## src/vtp_pkg.sv

```systemverilog
// ----------------------------------------------------------------------------
// vtp_pkg
// Shared constants, types and helpers for the vertex transform pipeline.
// ----------------------------------------------------------------------------
`default_nettype none

package vtp_pkg;

  localparam int unsigned FRAC_BITS   = 16;
  localparam int unsigned COORD_WIDTH = 32;
  localparam int unsigned NUM_REGS    = 8;
  localparam int unsigned REG_WIDTH   = 64;
  localparam int unsigned IDX_WIDTH   = 3;
  localparam int unsigned PROD_WIDTH  = 2 * COORD_WIDTH;
  // three floored products plus the translation term
  localparam int unsigned SUM_WIDTH   = PROD_WIDTH - FRAC_BITS + 2;
  localparam int unsigned NUM_WIDTH   = COORD_WIDTH + FRAC_BITS;
  localparam int unsigned FIFO_DEPTH  = 4;

  localparam logic [REG_WIDTH-1:0] MAT_RESET [NUM_REGS] = '{
    64'd4294967296, 64'd0, 64'd281474976710656, 64'd0,
    64'd0, 64'd65536, 64'd0, 64'd281474976710656
  };

  typedef logic signed [COORD_WIDTH-1:0] coord_t;

  typedef struct packed {
    coord_t x;
    coord_t y;
    coord_t z;
  } point_t;

  typedef struct packed {
    coord_t x;
    coord_t y;
    coord_t z;
    logic   w_was_zero;
    logic   saturated;
  } result_t;

  // transformed column sums, clamped, waiting for the divide
  typedef struct packed {
    coord_t sx;
    coord_t sy;
    coord_t sz;
    coord_t sw;
    logic   sat;
  } sums_t;

  function automatic coord_t clamp_sum(input logic signed [SUM_WIDTH-1:0] v,
                                       output logic sat);
    logic signed [SUM_WIDTH-1:0] hi;
    logic signed [SUM_WIDTH-1:0] lo;
    hi = SUM_WIDTH'({1'b0, {(COORD_WIDTH-1){1'b1}}});
    lo = -hi - SUM_WIDTH'(1);
    sat = (v > hi) || (v < lo);
    if (v > hi) clamp_sum = coord_t'(hi);
    else if (v < lo) clamp_sum = coord_t'(lo);
    else clamp_sum = coord_t'(v);
  endfunction

endpackage

`default_nettype wire

```

## src/vtp_fifo.sv

```systemverilog
// ----------------------------------------------------------------------------
// vtp_fifo
// Short queue between the multiply front and the divide back.
// ----------------------------------------------------------------------------
`default_nettype none

module vtp_fifo (
  input  wire logic           clk_i,
  input  wire logic           rst_ni,
  input  wire logic           wr_valid_i,
  output      logic           wr_ready_o,
  input  wire vtp_pkg::sums_t wr_data_i,
  output      logic           rd_valid_o,
  input  wire logic           rd_ready_i,
  output      vtp_pkg::sums_t rd_data_o
);

  localparam int unsigned AW = $clog2(vtp_pkg::FIFO_DEPTH);

  vtp_pkg::sums_t mem_q [vtp_pkg::FIFO_DEPTH];
  logic [AW-1:0]  wp_q, rp_q;
  logic [AW:0]    cnt_q;
  logic           wr, rd;

  assign wr_ready_o = cnt_q != (AW+1)'(vtp_pkg::FIFO_DEPTH);
  assign rd_valid_o = cnt_q != '0;
  assign wr         = wr_valid_i && wr_ready_o;
  assign rd         = rd_valid_o && rd_ready_i;
  assign rd_data_o  = mem_q[rp_q];

  always_ff @(posedge clk_i or negedge rst_ni) begin
    if (!rst_ni) begin
      wp_q  <= '0;
      rp_q  <= '0;
      cnt_q <= '0;
    end else begin
      if (wr) wp_q <= wp_q + AW'(1);
      if (rd) rp_q <= rp_q + AW'(1);
      cnt_q <= cnt_q + (AW+1)'(wr) - (AW+1)'(rd);
    end
  end

  always_ff @(posedge clk_i) begin
    if (wr) mem_q[wp_q] <= wr_data_i;
  end

endmodule

`default_nettype wire

```

## config.mk

```make
export PLATFORM = sky130hd
export DESIGN_NAME = vtp_fifo
export DESIGN_NICKNAME = d
export VERILOG_FILES = /design/src/vtp_pkg.sv /design/src/vtp_fifo.sv
export SDC_FILE = /design/constraint.sdc
export NUM_CORES = 1
export LEC_CHECK = 0
export BUFFER_PORTS_ARGS = -buffer_cell sky130_fd_sc_hd__buf_2
export CAP_MARGIN = 20
export CORE_AREA = 10 10 196 244
export DETAILED_ROUTE_END_ITERATION = 8
export DIE_AREA = 0 0 206 254
export GPL_ROUTABILITY_DRIVEN = 0
export PLACE_DENSITY_LB_ADDON = 0.3
export SETUP_SLACK_MARGIN = 0.5
export SYNTH_ARGS = -nofsm -noshare
export SYNTH_HDL_FRONTEND = slang
export SYNTH_SLANG_ARGS = --single-unit
```

## constraint.sdc

```tcl
create_clock -name clk_i -period 10.7 [get_ports clk_i]
set_input_delay 0.535 -clock clk_i [delete_from_list [all_inputs] [get_ports clk_i]]
set_output_delay 0.535 -clock clk_i [all_outputs]
set_load 0.01 [all_outputs]
```

* Yosys cells after proc, flatten, opt, wreduce, memory -nomap -nowiden
Memory sizes are Yosys's and may differ from the RTL's.
Cells that the tools add are included.
** Word-level totals
- Output and inout port bits :: 131
- Memories :: 1
- Bits in writable memories :: 516
- Register bits :: 7
** Memories
- mem_q :: words 4, bits a word 129, rd ports 1, clocked after Yosys merged registers in 0, write ports 1, line vtp_fifo.sv:20 : vtp_pkg::sums_t mem_q [vtp_pkg::FIFO_DEPTH];
** Cells by class
- Add/subtract/negate cells :: 4
- Reduce and logical (&&, ||, !) cells :: 3
- Eq/ne operators :: 1
- Mux-type cells :: 2
** Operators by type and width (number)
- 2-bit by 1-bit adder with 2-bit output, second input constant :: 2
- 3-bit by 1-bit adder with 3-bit output :: 1
- 3-bit inequality test, second input constant :: 1
- 3-bit nonzero test :: 1
- 3-bit by 1-bit subtractor with 3-bit output :: 1
- 1-bit logical AND :: 2
- 1-bit two-way mux :: 2

* Depth between registers and ports, before layout
Gate-level depths: netlist (run 1).
- Word-level depth :: 4
- Depth in mapped cells :: 9
- Depth with buffers taken out :: 9

* Least setup slack after synthesis (run 1)
OpenSTA, ideal clock, no wires.
- Path kind :: reg2reg
- From :: register cnt_q[2]
- To :: memory mem_q[0][0] in the netlist's numbering, enable pin
- Stages on the path, launching flop included :: 3
- Path slack :: 6483 ps
- Path buffers :: 0
- Arrival time :: 3712 ps
- Path through :: dfrtp_1 > nor3b_1 > and3b_1
** Between the ends
- Word-level cells in the longest chain between the ends :: 4
** RTL lines
- start, declared :: line vtp_fifo.sv:22 : logic [AW:0] cnt_q;
- start signal, assigned :: line vtp_fifo.sv:39 : cnt_q <= cnt_q + (AW+1)'(wr) - (AW+1)'(rd);
- 3-bit inequality test :: line vtp_fifo.sv:25 : assign wr_ready_o = cnt_q != (AW+1)'(vtp_pkg::FIFO_DEPTH);
- 1-bit logical AND :: line vtp_fifo.sv:27 : assign wr = wr_valid_i && wr_ready_o;
- 1-bit two-way mux :: line vtp_fifo.sv:44 : if (wr) mem_q[wp_q] <= wr_data_i;
- 1-bit two-way mux (not written as such) :: line vtp_fifo.sv:44
- end, declared :: line vtp_fifo.sv:20
No other way between the ends.

==> key figures, run 1 <==
GRT
  – Largest net degree at the start of global routing: between 90 and 100
  – Gr ovfl total: 0
  – Initial antenna violation count: 6
  – Vias in the first global route: approximately 9.2k
  – Global-route wire length before repair: roughly 58 mm
  – Total Routing Usage GR: 14.8%

Cells and area
  – Layout Cells excl Fill: 1614
  – Register area: ~0.016 mm^2
  – Commonest non-fill, non-tap cell in the layout: edfxtp_1
  – FILL cells: 3393
  – Layout cells sized above 1: ~45%
  – Multi-input combinational cell area: approximately 0.0032 mm^2
  – Final core occ: ~52%
  – P&R area growth vs syn: 17.9%
  – Final nets: between 1k and 1.5k
  – Most frequent cells in the layout: edfxtp_1, buf_2, mux4_2, clkbuf_16, clkinv_1

Worst setup path
  – Reg2Reg Launch Point: cnt_q[2]$_DFF_PN0_
  – R2R Path End: mem_q[0][66]$_DFFE_PP_
  – Crit path DAT: roughly 3.5 ns
  – CP Class: flop to output pin
  – Startpoint Class: flop
  – Critical Path Source: rp_q[1]$_DFFE_PN0P_
  – Reg-to-reg slack, setup: ~7.3 ns
  – Data required, critical path: 10.17 ns
  – Max FO, Critical Path: between 50 and 60
  – Reg2reg path depth: 4
  – Worst Setup EP: rd_data_o[32]
  – Kind of end point of the critical path: output pin

STA
  – Final max-slew violation count: 0
  – RSZ-0062 raised after global routing: false
  – Final hold vios: 0
  – Clk_skew: 0.0231 ns
  – Setup TNS: 0 ns
  – Slew at the pin closest to its max-slew limit: between 0.9 and 1 ns
  – Worst slew margin: 37.7%
  – Setup violators final: 0
  – Fmax: between 0.2 and 0.25 GHz
  – Tcrit/Tclk final: approximately 38%
  – Tmin final: 4.03 ns

Clock network
  – CTS tree: done
  – Worst-Skew Late Latency: 0.57 ns
  – CTS clk-pin slew, worst paths: approximately 0.060 ns
  – Cts bufs inserted: approximately 50
  – H-Tree Depth: 2
  – Clk buf depth: 3
  – CTS sink count: between 500 and 600
  – Setup Buffers After CTS: 0
  – Root Driver: clkbuf_16

Routing
  – Routed len/inst: around 24 um
  – DRT iter0 DRCs: roughly 450
  – Post-route ant nets: 0
  – WL final: around 39 mm
  – TritonRoute pass-1 iters: 5
  – Remaining DRCs: 0
  – Routed vias/inst: approximately 5.2
  – Vias: 8425

Place
  – Dpl cells: between 1.5k and 2k
  – I/O Buffers: approximately 260
  – Final HPWL DP: 24.4 mm

Synth
  – Synthesized area: 0.0191 mm^2
  – Ys async rst share: 1.34%
  – Synth Instances: 715
  – Average cell area after synthesis: around 27 um^2
  – Most used DFF post-synth: edfxtp_1
  – Synth cell types: 22
  – Yosys warning count: 0
  – Share of the synthesized area in the top cell type: 81.2%
  – Synth Register Bits: 523
  – EDFF count, synth: between 500 and 600
  – Top post-synthesis cells by area: edfxtp_1, mux4_2, dfrtp_1, buf_6, ha_1
  – Area leader, netlist: edfxtp_1
  – Net Count, Synth: 855
  – Post-synthesis sequential area ratio: a little over 80%

Outcome
  – Outcome: finished, final reports clean

Power
  – Max IR drop VDD: between 0.15 and 0.2 mV
  – Leakage: approximately 7.6 nW
  – PD cells: between 200 and 300 mW/mm^2

Die
  – Cell Rows: 85
  – Initial core utilization: between 40% and 50%
  – Core Area: 0.0430 mm^2
  – Die width: between 200 and 250 um
  – DIE AREA: ~0.052 mm^2
  – Die H: ~250 um
  – I/O pin cnt: ~260

Job
  – Max Cap Viol: 0

Worst hold path
  – Hold crit path type: primary input to flop
  – Hold_sp: wr_data_i[127]
logic make-up after synthesis:
logic type / share of synthesized area [%]
simple gates: 0.525
compound gates: 0.171
mux: 15.2
flops: 82.2
buf+inv: 1.24
fa+ha+maj: 0.499
xor+xnor: 0.184
synthesized netlist by cell type (2+ instances only):
master,number
inv_1,6
xnor2_1,3
and3b_1,4
nand4bb_1,2
o211ai_1,2
buf_6,11
edfxtp_1,516
nand2b_1,4
dfrtp_1,7
buf_4,2
buf_2,12
clkbuf_1,3
ha_1,6
mux4_2,129
area by class of cell:
type | count | share of cell area [%]
Sequential cell | 523 | 69.7
Multi-Input combinational cell | 157 | 14.2
Timing Repair Buffer | 275 | 6.32
Clock buffer | 58 | 5.60
Tap cell | 565 | 3.14
Clock inverter | 27 | 0.924
Inverter | 6 | 0.100
Antenna cell | 3 | 0.0334
worst min-delay path by stage:
stage / slack [ns] / to / depth (start not counted)
after detailed placement: 0.39 / rp_q[1]$_DFFE_PN0P_ / 1
after global placement: 0.39 / rp_q[1]$_DFFE_PN0P_ / 1
after floorplan: 0.24 / cnt_q[0]$_DFF_PN0_ / 0
final: 0.18 / mem_q[3][127]$_DFFE_PP_ / 1
after global routing: 0.15 / mem_q[2][115]$_DFFE_PP_ / 1
after CTS: 0.13 / mem_q[1][111]$_DFFE_PP_ / 1
critical path: stages (launching register included):
cell and delay (ns):
dfrtp_4 0.78, buf_4 0.61, buf_4 0.75, mux4_2 0.44, buf_2 0.16
per-layer routing:
metal | share of wire (%) | routed length (um) | global-route usage (%)
met1 | 36 | 14000 | 17.1
met2 | 54 | 20900 | 26.1
met3 | 6.9 | 2680 | 4.32
met4 | 2.4 | 919 | 4.43
met5 | 0.14 | 54 | 0
through the flow:
step | hold WS, ns | cell area, um^2 | setup slack (ns) | power (mW)
6_report | 0.178 | 22500 | 6.67 | 6.22
4_1_cts | 0.130 | 22500 | 6.57 | 6.36
3_5_place_dp | 0.385 | 21000 | 7.21 | 4.74
5_1_grt | 0.146 | 22500 | 6.47 | 6.55
2_1_floorplan | 0.239 | 19100 | 6.48 | 4.06
3_3_place_gp | 0.385 | 21000 | 7.18 | 4.72
power breakdown:
part           total (mW)  switching [mW]  internal, mW
Clock                1.61           0.697         0.909
Combinational        1.76           0.956         0.799
Sequential           2.86           0.162          2.70
what timing repair did:
item	4_1_cts	5_1_grt
resized for setup	0	0
hold buffers	1	0
hold endpoints to repair	7	0
state kept, by name, summed over array words and instances, names as in the netlist:
name,cells
wp_q,2
rp_q,2
cnt_q,3
mem_q,516
Power figures use the tool's default switching activity.
==> run 2, diff against run 1 <==
clock period = 3.4 ns   (was 10.7 ns; I/O delays follow)
==> run 2 against run 1 <==
Power rose to 3.2 times the previous value; setup slack got worse by 6.0 ns; utilization rose by 3.5 points; die area did not move; sequential cell count did not move; register-to-register slack got worse by 6.5 ns; sequential power rose to 3.1 times the previous value; hold slack improved by 0.18 ns; sequential share of layout area fell by 4.3 points; via count rose by 6.0%; highest routed layer unchanged.
==> key figures, run 2 (synthesized netlist as in run 1, its figures left out) <==
Outcome
  – Outcome: finished, final reports clean

STA
  – Final max-slew violation count: 0 (unchanged)
  – Final hold vios: 0 (unchanged)
  – Setup violators final: 0 (unchanged)
  – Worst Slack Setup Final: 0.682 ns (-5.99 ns)
  – Tmin final: approximately 2.7 ns
  – Clk_skew: 0.00900 ns (-0.0141 ns)
  – RSZ-0062 raised after global routing: false
  – Slew at the pin closest to its max-slew limit: 1.02 ns (+0.0805 ns)
  – Setup TNS: 0 ns (unchanged)
  – Fmax: between 0.3 and 0.4 GHz
  – Tcrit/Tclk final: 79.9%
  – Worst slew margin: 32.3% (-5.4 points)

GRT
  – Total Routing Usage GR: 15.1% (+0.25 points)
  – Initial antenna violation count: 4 (-2)
  – Gr ovfl total: 0 (unchanged)
  – Vias in the first global route: 9885 (+7.7%)
  – Largest net degree at the start of global routing: 78 (-16%)
  – Global-route wire length before repair: 60.3 mm (+3.8%)

Routing
  – WL final: 39.1 mm (+1.4%)
  – Remaining DRCs: 0 (unchanged)
  – Routed len/inst: 22.3 um (-6.8%)
  – Vias: 8930 (+6.0%)
  – TritonRoute pass-1 iters: 4 (-1)
  – Routed vias/inst: 5.09 (-2.5%)
  – Post-route ant nets: 0 (unchanged)
  – DRT iter0 DRCs: 419 (-7.5%)

Job
  – Max Cap Viol: 0 (unchanged)

Worst setup path
  – Crit path DAT: 2.55 ns (-0.94 ns)
  – Kind of end point of the critical path: output pin
  – Startpoint Class: flop
  – CP max stage delay: 0.82 ns (+0.04 ns)
  – CP cell instances: buf_4 -> mux4_2 -> buf_2
  – Max FO, Critical Path: 27 (-53%)
  – CP Class: flop to output pin
  – Slowest CP cell: dfrtp_4
  – Data required, critical path: 3.23 ns (-6.94 ns)

Die
  – Cell Rows: 85 (unchanged)
  – Initial core utilization: 44.4% (unchanged)
  – I/O pin cnt: 264 (unchanged)
  – Die width: 206 um (unchanged)
  – Core Area: 0.0430 mm^2 (unchanged)
  – DIE AREA: 0.0523 mm^2 (unchanged)
  – Die H: 254 um (unchanged)

Cells and area
  – Most flop-heavy register: mem_q
  – P&R area growth vs syn: 25.7%
  – Max reg flops: 516 (unchanged)
  – Layout cells sized above 1: 40.7% (-4.6 points)
  – Regs by FF count: mem_q (516), cnt_q (3)
  – FILL cells: 3196 (-5.8%)
  – Final nets: 1286 (+12%)
  – Commonest non-fill, non-tap cell in the layout: edfxtp_1
  – Most frequent cells in the layout: edfxtp_1, buf_2, dlygate4sd3_1, mux4_2, clkbuf_16

Power
  – PD cells: 831 mW/mm^2 (+200%)
  – Max IR drop VDD: 0.674 mV (+260%)
  – Leakage: 8.20 nW (+8.3%)

Place
  – Final HPWL DP: 23.8 mm (-2.4%)
  – Pre-CTS setup slack: 0.716 ns (-6.49 ns)
  – I/O Buffers: 263 (unchanged)

Clock network
  – H-Tree Depth: 2 (unchanged)
  – Root Driver: clkbuf_16
  – Setup Buffers After CTS: 0 (unchanged)
  – CTS sink count: 523 (unchanged)
  – Worst-Skew Late Latency: 0.56 ns (about the same)
  – CTS tree: done
  – Cts bufs inserted: 49 (unchanged)
  – CTS clk-pin slew, worst paths: 0.06 ns (about the same)
  – Clk buf depth: 3 (unchanged)

Worst hold path
  – Hold crit path type: primary input to flop
[run 2: path summary, 6_finish.rpt]
check / cells past startpoint / slack [ns] / startpoint / endpoint
max in group asynchronous: 3 / 2.53 / rst_ni / rp_q[1]$_DFFE_PN0P_
max: 3 / 0.68 / rp_q[0]$_DFFE_PN0P_ / rd_data_o[22]
max reg2reg: 3 / 0.79 / cnt_q[2]$_DFF_PN0_ / mem_q[3][82]$_DFFE_PP_
min reg2reg: 2 / 0.61 / wp_q[1]$_DFFE_PN0P_ / wp_q[1]$_DFFE_PN0P_
min in group asynchronous: 3 / 0.57 / rst_ni / rp_q[0]$_DFFE_PN0P_
min: 2 / 0.36 / wr_data_i[14] / mem_q[1][14]$_DFFE_PP_
[run 2: critical path: cells and delay by family, from the launching register on]
kind                   cells  cell delay, ns
buffers and inverters      2            0.56
flip-flops                 1            0.82
multiplexers               1            0.57
[run 2: repair_timing]
item,in CTS,in global routing
hold buffers,133,0
hold endpoints to repair,527,0
gates resized for setup,0,0
[run 2: power by group]
group          leakage, nW  switching [mW]  total (mW)  internal (mW)
clock                0.757            2.24        5.13           2.89
sequential            4.81           0.473        8.97           8.50
combinational         2.64            3.11        5.83           2.72
total                 8.20            5.82        19.9           14.1
[run 2: cell type report]
cell class | instances | area, um^2 | area share, %
well taps | 565 | 707 | 2.95
clock buffers | 58 | 1300 | 5.43
diodes | 3 | 7.51 | 0.0313
repair buffers | 409 | 2860 | 11.9
clock inverters | 34 | 218 | 0.908
flip-flops and latches | 523 | 15700 | 65.4
multi-input cells | 157 | 3180 | 13.3
inverters | 6 | 22.5 | 0.0939
[run 2: routing by layer]
layer	global-route usage, %	vias to the layer above	part of all wire (%)
li1	-	3972	-
met1	18.0	4689	38
met2	26.4	215	54
met3	3.83	52	5.9
met4	4.11	2	1.9
met5	0	-	0.023
[run 2: metrics by stage]
stage	hold WS (ns)	util [%]	power (mW)	cell area, um^2	std cells
after floorplan	-0.126	-	12.7	19100	715
after global placement	0.0185	49.1	15.0	21100	1527
after CTS	0.322	55.8	20.3	24000	1752
after global routing	0.349	55.8	20.9	24000	1753
final	0.361	55.8	19.9	24000	1755
after detailed placement	0.0177	49.1	15.0	21100	1527
==> run 3, diff against run 2 <==
clock period = 2.6 ns   (was 3.4 ns; I/O delays follow)
==> run 3 against run 2 <==
Critical path depth up 1; combinational power up 63%; hold slack lost 0.032 ns; cell area up 3.3%; first-iteration DRC count up 11%; count of clock-buffer cells in the layout is 3 higher; wire length increased by 4.0%; non-clock buffer count up 34; sequential cell count unchanged; final cell count rose by 1.1%; power rose by 39%; critical endpoint is now rd_data_o[18]; largest cell class unchanged; largest power group unchanged.
==> key figures, run 3 (synthesized netlist as in run 1, its figures left out) <==
Outcome
  – Outcome: finished, final reports clean

Die
  – DIE AREA: 0.0523 mm^2 (unchanged)
  – Die width: 206 um (unchanged)
  – Cell Rows: 85 (unchanged)
  – I/O pin cnt: 264 (unchanged)
  – Initial core utilization: 44.4% (unchanged)
  – Die H: 254 um (unchanged)
  – Core Area: 0.0430 mm^2 (unchanged)

Cells and area
  – Multi-input combinational cell area: 0.00320 mm^2 (+0.67%)
  – Ant. Diodes: 0 (-3)
  – FILL cells: 3121 (-2.3%)
  – Layout cells sized above 1: 42.8% (+2.1 points)
  – Regs by FF count: mem_q (516), cnt_q (3)
  – Final nets: 1319 (+2.6%)
  – Most frequent cells in the layout: edfxtp_1, buf_2, dlygate4sd3_1, mux4_2, clkbuf_16
  – P&R area growth vs syn: 29.9%
  – Final core occ: 57.7% (+1.9 points)
  – Register area: 0.0157 mm^2 (about the same)
  – Commonest non-fill, non-tap cell in the layout: edfxtp_1
  – Max reg flops: 516 (unchanged)
  – Most flop-heavy register: mem_q

Worst setup path
  – CP Class: flop to output pin
  – Reg-to-reg slack, setup: 0.61 ns (-0.18 ns)
  – Critical Path Source: rp_q[0]$_DFFE_PN0P_
  – Startpoint Class: flop
  – Reg2Reg Launch Point: cnt_q[0]$_DFF_PN0_
  – Max FO, Critical Path: 9 (-67%)
  – R2R Path End: cnt_q[2]$_DFF_PN0_
  – Crit path DAT: 2.13 ns (-0.42 ns)
  – Reg2reg path depth: 8 (+5)
  – Data required, critical path: 2.47 ns (-0.76 ns)
  – Worst Setup EP: rd_data_o[18]
  – Kind of end point of the critical path: output pin

Power
  – PD cells: 1120 mW/mm^2 (+34%)
  – Leakage: 8.57 nW (+4.5%)
  – Max IR drop VDD: 0.664 mV (-1.5%)
  – Tot Pwr: 27.7 mW (+39%)

STA
  – Fmax: 0.443 GHz
  – Clk_skew: 0.0163 ns (+0.00727 ns)
  – Final max-slew violation count: 0 (unchanged)
  – Worst Slack Setup Final: 0.343 ns (-0.339 ns)
  – Tcrit/Tclk final: slightly below 90%
  – Final hold vios: 0 (unchanged)
  – Worst slew margin: 63.3% (+31 points)
  – Slew at the pin closest to its max-slew limit: 0.551 ns (-0.464 ns)
  – Setup TNS: 0 ns (unchanged)
  – RSZ-0062 raised after global routing: true
  – Setup violators final: 0 (unchanged)
  – Tmin final: roughly 2.3 ns

Job
  – Max Cap Viol: 0 (unchanged)

Routing
  – Routed vias/inst: 5.17 (+1.5%)
  – TritonRoute pass-1 iters: 4 (unchanged)
  – DRT iter0 DRCs: 464 (+11%)
  – Post-route ant nets: 0 (unchanged)
  – Vias: 9171 (+2.7%)
  – WL final: 40.6 mm (+4.0%)
  – Remaining DRCs: 0 (unchanged)
  – Routed len/inst: 22.9 um (+2.8%)

GRT
  – Largest net degree at the start of global routing: 72 (-7.7%)
  – Gr ovfl total: 0 (unchanged)
  – Total Routing Usage GR: 15.5% (+0.42 points)
  – Vias in the first global route: 9942 (+0.58%)
  – Global-route wire length before repair: 61.7 mm (+2.3%)
  – Initial antenna violation count: 0 (-4)

Clock network
  – CTS tree: done
  – Worst-Skew Late Latency: 0.55 ns (about the same)
  – Cts bufs inserted: 48 (-2.0%)
  – Clk buf depth: 3 (unchanged)
  – CTS clk-pin slew, worst paths: 0.06 ns (about the same)
  – Root Driver: clkbuf_16
  – H-Tree Depth: 2 (unchanged)
  – CTS sink count: 523 (unchanged)

Worst hold path
  – Hold crit path type: primary input to flop
  – Hold Crit Depth: 2 (unchanged)

Place
  – Pre-CTS setup slack: 0.325 ns (-0.392 ns)
  – I/O Buffers: 263 (unchanged)
  – Final HPWL DP: 23.8 mm (+0.18%)
-- run 3: cell types whose count changed in the layout (fill, tap and decap cells not counted), moves of 5 or more --
cell      delta
buf_12       +8
buf_16      +12
buf_2       -22
buf_4       +10
buf_6       +22
clkbuf_8     +5
clkinv_1     -6
clkinv_2     -7
-- run 3: area by class of cell --
class                           instances  share of cell area [%]
Inverter                                6                  0.0909
Sequential cell                       523                    63.3
Timing Repair Buffer                  443                    14.8
Multi-Input combinational cell        157                    12.9
Clock inverter                         20                   0.702
Clock buffer                           61                    5.33
Tap cell                              565                    2.85
-- run 3: worst max-delay path, stage by stage (launching register included) --
cell,delay [ns]
dfrtp_4,0.44
buf_12,0.17
bufbuf_16,0.29
mux4_2,0.51
buf_2,0.16
-- run 3: worst min path at each step --
stage	slack, ns	to	from
2_1_floorplan	-0.17	cnt_q[0]$_DFF_PN0_	rst_ni
3_3_place_gp	-0.02	wp_q[1]$_DFFE_PN0P_	rst_ni
3_5_place_dp	-0.02	wp_q[0]$_DFFE_PN0P_	rst_ni
4_1_cts	0.29	mem_q[2][103]$_DFFE_PP_	wr_data_i[103]
5_1_grt	0.31	mem_q[2][76]$_DFFE_PP_	wr_data_i[76]
6_report	0.33	mem_q[1][18]$_DFFE_PP_	wr_data_i[18]
-- run 3: what timing repair did --
item	4_1_cts	5_1_grt
hold buffers	133	0
cloned	7	1
gates resized for setup	35	21
endpoints found under the hold margin	527	0
pin swaps	1	2
setup endpoints to repair	131	128
buffers inserted	9	8
-- run 3: power by group --
| group | switching (mW) | leakage [nW] | internal (mW) |
|---|---|---|---|
| registers | 0.397 | 4.80 | 11.1 |
| clock network | 2.82 | 0.741 | 3.86 |
| logic | 4.71 | 3.02 | 4.79 |
| total | 7.93 | 8.57 | 19.8 |
-- run 3: per-stage QoR --
| step | cell area, um^2 | cells | hold slack (ns) |
|---|---|---|---|
| after detailed placement | 21300 | 1536 | -0.0161 |
| final | 24800 | 1775 | 0.329 |
| after global routing | 24800 | 1775 | 0.312 |
| after floorplan | 19100 | 715 | -0.166 |
| after global placement | 21300 | 1536 | -0.0176 |
| after CTS | 24600 | 1766 | 0.289 |
-- run 3: metal layers --
metal,routed length [um],vias up,global-route usage [%]
met4,915,0,4.66
met2,22100,226,27.5
met1,15500,4867,18.5
met5,0,-,0
met3,2100,49,3.26
li1,-,4029,-
